--- src/rtl/core/hrg_pkg.sv ---
// Package for the Householder reflector generator.
// Holds widths and the command and status types shared by controller and datapath.
package hrg_pkg;

   localparam int ElemWidth = 24;
   localparam int VWidth    = 32;
   localparam int TauWidth  = 32;
   localparam int BetaWidth = 27;
   localparam int SumWidth  = 52;
   localparam int RootWidth = 27;
   localparam int DivWidth  = 62;

   typedef struct packed {
      logic load_lead;
      logic load_tail;
      logic set_ovf;
      logic start_solve;
      logic start_div;
      logic first_out;
      logic clear_run;
   } hrg_cmd_type;

   typedef struct packed {
      logic root_done;
      logic tau_done;
      logic div_done;
      logic trivial;
   } hrg_status_type;

endpackage : hrg_pkg

--- src/rtl/core/hrg_ctrl.sv ---
// Controller state machine for the reflector generator.
// Depends on hrg_pkg; commands hrg_datapath and runs both channels.
module hrg_ctrl #(
   parameter int MAX_LEN = 32,
   parameter int IDX_W   = 6
) (
   input  logic                    clock,
   input  logic                    reset,
   input  logic                    req_valid,
   input  logic                    req_is_last,
   output logic                    req_ready,
   output logic                    rsp_valid,
   input  logic                    rsp_ready,
   output logic                    rsp_too_long,
   output logic                    rsp_last_out,
   output hrg_pkg::hrg_cmd_type    cmd,
   input  hrg_pkg::hrg_status_type status,
   output logic [IDX_W-1:0]        wr_idx,
   output logic [IDX_W-1:0]        rd_idx,
   output logic                    rd_en
);
   import hrg_pkg::*;

   localparam logic [2:0] StLoad  = 3'd0;
   localparam logic [2:0] StRoot  = 3'd1;
   localparam logic [2:0] StTau   = 3'd2;
   localparam logic [2:0] StRead  = 3'd3;
   localparam logic [2:0] StDiv   = 3'd4;
   localparam logic [2:0] StEmit  = 3'd5;
   localparam logic [2:0] StStart = 3'd6;

   logic [2:0]       state_ff, state_in;
   logic [IDX_W-1:0] count_ff, count_in;
   logic [IDX_W-1:0] out_ff, out_in;
   logic             ovf_ff, ovf_in;
   logic             accept;

   assign req_ready    = (state_ff == StLoad);
   assign accept       = req_valid && req_ready;
   assign rsp_valid    = (state_ff == StEmit);
   assign rsp_too_long = ovf_ff;
   assign rsp_last_out = (out_ff + IDX_W'(1) == count_ff);
   assign wr_idx       = count_ff - IDX_W'(1);
   assign rd_idx       = out_ff - IDX_W'(1);
   assign rd_en        = (state_ff == StRead);

   always_comb begin
      state_in = state_ff;
      count_in = count_ff;
      out_in   = out_ff;
      ovf_in   = ovf_ff;
      cmd      = '0;
      unique case (state_ff)
         StLoad: begin
            if (accept) begin
               if (count_ff == '0) begin
                  cmd.load_lead = 1'b1;
                  count_in      = IDX_W'(1);
               end else if (count_ff < IDX_W'(MAX_LEN)) begin
                  cmd.load_tail = 1'b1;
                  count_in      = count_ff + IDX_W'(1);
               end else begin
                  ovf_in = 1'b1;
               end
               if (req_is_last) begin
                  state_in = StRoot;
               end
            end
         end
         StRoot: begin
            // The lead element is registered by now, so the solve can start.
            cmd.start_solve = 1'b1;
            out_in          = '0;
            state_in        = StTau;
         end
         StTau: begin
            if (status.tau_done) begin
               state_in = StRead;
            end
         end
         StRead: begin
            state_in = StStart;
            cmd.start_div = 1'b0;
         end
         StStart: begin
            // The stored element has been read into the datapath register.
            cmd.start_div = 1'b1;
            state_in      = StDiv;
         end
         StDiv: begin
            if (status.div_done) begin
               state_in = StEmit;
            end
         end
         StEmit: begin
            if (rsp_ready) begin
               out_in = out_ff + IDX_W'(1);
               if (rsp_last_out) begin
                  cmd.clear_run = 1'b1;
                  count_in      = '0;
                  ovf_in        = 1'b0;
                  state_in      = StLoad;
               end else begin
                  state_in = StRead;
               end
            end
         end
         default: state_in = StLoad;
      endcase
      cmd.first_out = (out_ff == '0);
   end

   always_ff @(posedge clock) begin
      if (reset) begin
         state_ff <= StLoad;
         count_ff <= '0;
         out_ff   <= '0;
         ovf_ff   <= 1'b0;
      end else begin
         state_ff <= state_in;
         count_ff <= count_in;
         out_ff   <= out_in;
         ovf_ff   <= ovf_in;
      end
   end

   assert property (@(posedge clock) disable iff (reset)
      count_ff <= IDX_W'(MAX_LEN)) else $error("element count beyond maximum");
   assert property (@(posedge clock) disable iff (reset)
      rsp_valid |-> !req_ready) else $error("loading while emitting");
   assert property (@(posedge clock) disable iff (reset)
      rsp_valid |-> out_ff < count_ff) else $error("emitting past vector end");

endmodule : hrg_ctrl

--- config.mk ---
export PLATFORM = sky130hd
export DESIGN_NAME = hrg_ctrl
export DESIGN_NICKNAME = d
export VERILOG_FILES = /design/src/rtl/core/hrg_pkg.sv /design/src/rtl/core/hrg_ctrl.sv
export SDC_FILE = /design/constraint.sdc
export NUM_CORES = 1
export LEC_CHECK = 0
export ABC_AREA = 1
export BUFFER_PORTS_ARGS = -buffer_cell sky130_fd_sc_hd__buf_4
export CORE_MARGIN = 5
export CORE_UTILIZATION = 29
export CTS_BUF_LIST = sky130_fd_sc_hd__clkbuf_8
export DETAILED_ROUTE_END_ITERATION = 10
export HOLD_SLACK_MARGIN = 0.1
export SLEW_MARGIN = 10
export SYNTH_ARGS = -nofsm -noshare
export SYNTH_HDL_FRONTEND = slang
export SYNTH_SLANG_ARGS = --single-unit
export TNS_END_PERCENT = 10
--- constraint.sdc ---
create_clock -name clock -period 1.9 [get_ports clock]
set_input_delay 0.19 -clock clock [delete_from_list [all_inputs] [get_ports clock]]
set_output_delay 0.19 -clock clock [all_outputs]
set_load 0.05 [all_outputs]
==> reports/results.ini <==
[worst_setup_path]
crit_type=reg2out
critical-path-max-stage-delay_ns=0.38
cp-startpoint=out_ff[0]
cp-end-kind=output port
critPathTopFamily=simple AND/OR/NAND/NOR gates
ff2ff_setup_slack_ns=0.04
cp.depth=11
r2r_end=count_ff[0]
cp.required_ns=1.71
start_kind=flip-flop
worstPathCellList=inv_6, ha_4, clkinvlp_4, nand2_1, nand2_1, nor2_1, nand2_1, nor2_2, nand3_4, nor3_4, buf_6
endpoint=cmd[0]
r2r-start=out_ff[0]
reg2reg_depth=14
path_common_cell=nand2_1
crit_buf_inv=3
worstPathArrival_ns=1.83
cp_slowest_cell=dfxtp_4
cp_max_fo=3

[cells_and_area]
syn2layout_area_growth_pct=33.9
seqCellArea_um2=327
diodes=0
n_fill_cell=473
post_route_cells_drive_above_1_share_pct=29.6
multiInputGateArea_um2=913
fin_nets=266
utilization_pct=40.5

[timing]
max_freq_ghz=0.496
setup_viol=2
holdWs_ns=0.208
skew_ns=0.00118
rsz0062_at_grt=yes
fin_ws_ns=-0.117
drv_slew=0
fin_crit_sh_pct=106
hold_viol=0
min_period_ns=2.02
tns_ns=-0.156

[route]
drt_iter0_markers=92
vias=1440
viasPerCell=4.77
first_pass_iters=4
drtAntennaViolNets=0
routed_wl_um=3510
routedWlPerCell_um=11.6
drc=0

[logic_synthesis]
synth.distinct_cells=28
avgSynthCellArea_um2=6.33
synth.net_count=226
syn_inst=211
ys_warn_count=0
synth_seq_area_share_pct=24.0
netlist_area_um2=1340
synth-seq-cells=16

[power]
power_density_nw_per_um2=735
ir_drop_v=0.000557
power_mw=1.32
leakagePower_nw=0.837

[placement]
dp_slack_ns=0.000511
place_congestion=0.793
io_buffer_count=29
dp_hpwl_um=2780

[run_status]
status=finished with violations
violations=negative setup slack

[clock_tree]
cts_made_buffers=3
cts-htree-levels=1
clk_pin_slew_ns=0.07
cts_buffer_depth=2
cts_root_buf=clkbuf_8
ctsHoldBuffers=0
clock_sinks=16
insertion_delay_ns=0.25
cts_tree=done

[global_routing]
globalRouteOverflowTotal=0
grt_pass1_wl_um=5930
grt_use_met2_pct=18.4
met1_usage_pct=15.9
global_route.usage.met3_pct=2.89
busiest_layer=met2
grt_max_degree=14
antenna_found_initial=0
grt_pass1_vias=1286
gr-usage-all-layers_pct=11.8

[min_path]
min_delay_path_depth=2
min-delay-path-class=in2reg

[floorplan]
start_util_pct=30.3
die-width_um=77.9
die_area_um2=6070
fp.dieH_um=77.9
core_area_um2=4410
io_pins=33
rows=24

[run]
drv_cap=0

==> kinds of logic (layout without fill, tap and decap cells) <==
family	Yosys count	after routing	synth area share [%]
compound gates	29	29	12.9
xor+xnor	10	10	6.55
flops	16	16	24.0
other cells	1	1	0.281
fa+ha+maj	6	6	5.62
buf+inv	34	73	10.4
simple gates	115	115	40.3
==> cell type report <==
| type | count | area share, % |
|---|---|---|
| clock buffer | 4 | 3.08 |
| inverter | 28 | 6.36 |
| timing repair buffer | 41 | 17.6 |
| multi-input combinational | 161 | 51.0 |
| sequential | 16 | 18.3 |
| tap | 52 | 3.64 |
==> per-stage QoR <==
stage | cell area [um2] | std cells
after floorplan | 1370 | 211
after global placement | 1690 | 295
after detailed placement | 1690 | 295
after CTS | 1780 | 302
after global routing | 1790 | 302
final | 1790 | 302
==> flip-flops by register name, summed over array words and instances (netlist names) <==
name,cells
rsp_too_long,1
out_ff,6
count_ff,6
state_ff,3
==> worst reg2reg max path, delay by kind of cell, from the launching register on <==
kind | cells | cell delay [ns]
DFF | 1 | 0.38
buffers and inverters | 3 | 0.28
AOI/OAI and AO/OA | 1 | 0.05
and+or+nand+nor | 9 | 0.76
adders and majority gates | 1 | 0.28
==> power by group <==
part	switching, mW	internal (mW)
clock	0.129	0.184
combinational	0.436	0.191
sequential	0.0229	0.353
==> worst min-delay path by stage <==
stage                     slack (ns)           end          from
after floorplan                 0.25     out_ff[1]         reset
after global placement          0.47  rsp_too_long  rsp_too_long
after detailed placement        0.48  rsp_too_long  rsp_too_long
after CTS                       0.21     out_ff[1]         reset
after global routing            0.22     out_ff[1]         reset
final                           0.21     out_ff[1]         reset
==> synth_stat cells <==
cell type	number	share of area (%)
inv_1	20	5.6
clkbuf_2	1	0.37
nor2_1	20	5.6
o21ai_2	3	2.0
nor3_1	7	2.6
nor2_8	1	1.5
dfxtp_1	16	24
o21bai_1	1	0.56
xor2_1	10	6.6
o21ai_0	5	1.9
nand4_1	6	2.8
o21ai_1	1	0.37
clkbuf_1	1	0.28
a21oi_1	17	6.4
buf_2	2	0.75
nand2_4	1	0.84
conb_1	1	0.28
clkinv_1	1	0.28
ha_1	6	5.6
nand3_1	25	9.4
nand2_2	3	1.4
inv_2	7	2.0
nand2_1	47	13
a21oi_4	1	1.2
nand3_2	2	1.5
nor2_2	3	1.4
buf_4	2	1.1
a211oi_1	1	0.56
==> placed cells by master, fill, tap and decap left out, types with 2 or more instances in the layout <==
master	n
nor2_1	19
nand3_1	25
nand2_2	3
nor3_1	6
ha_1	4
dfxtp_2	2
buf_6	2
o21ai_2	3
inv_2	6
xor2_1	10
nand4_1	6
nand2_1	47
clkbuf_8	4
o21ai_0	5
buf_4	39
a21oi_1	17
nor2_2	4
inv_1	19
dfxtp_1	13
==> layer usage <==
| layer | up-vias | share of wire, % | wire length (um) |
|---|---|---|---|
| met3 | 2 | 5.7 | 200 |
| met1 | 639 | 49 | 1730 |
| met2 | 35 | 44 | 1540 |
| met5 | - | 0 | 0 |
| met4 | 0 | 1.1 | 38 |
| li1 | 764 | - | - |
==> repair_timing <==
item	in CTS	in global routing
setup buffers	3	0
endpoints found under the setup margin	2	13
pin swaps	4	2
resized for setup	3	3
Power figures use the tool's default switching activity.
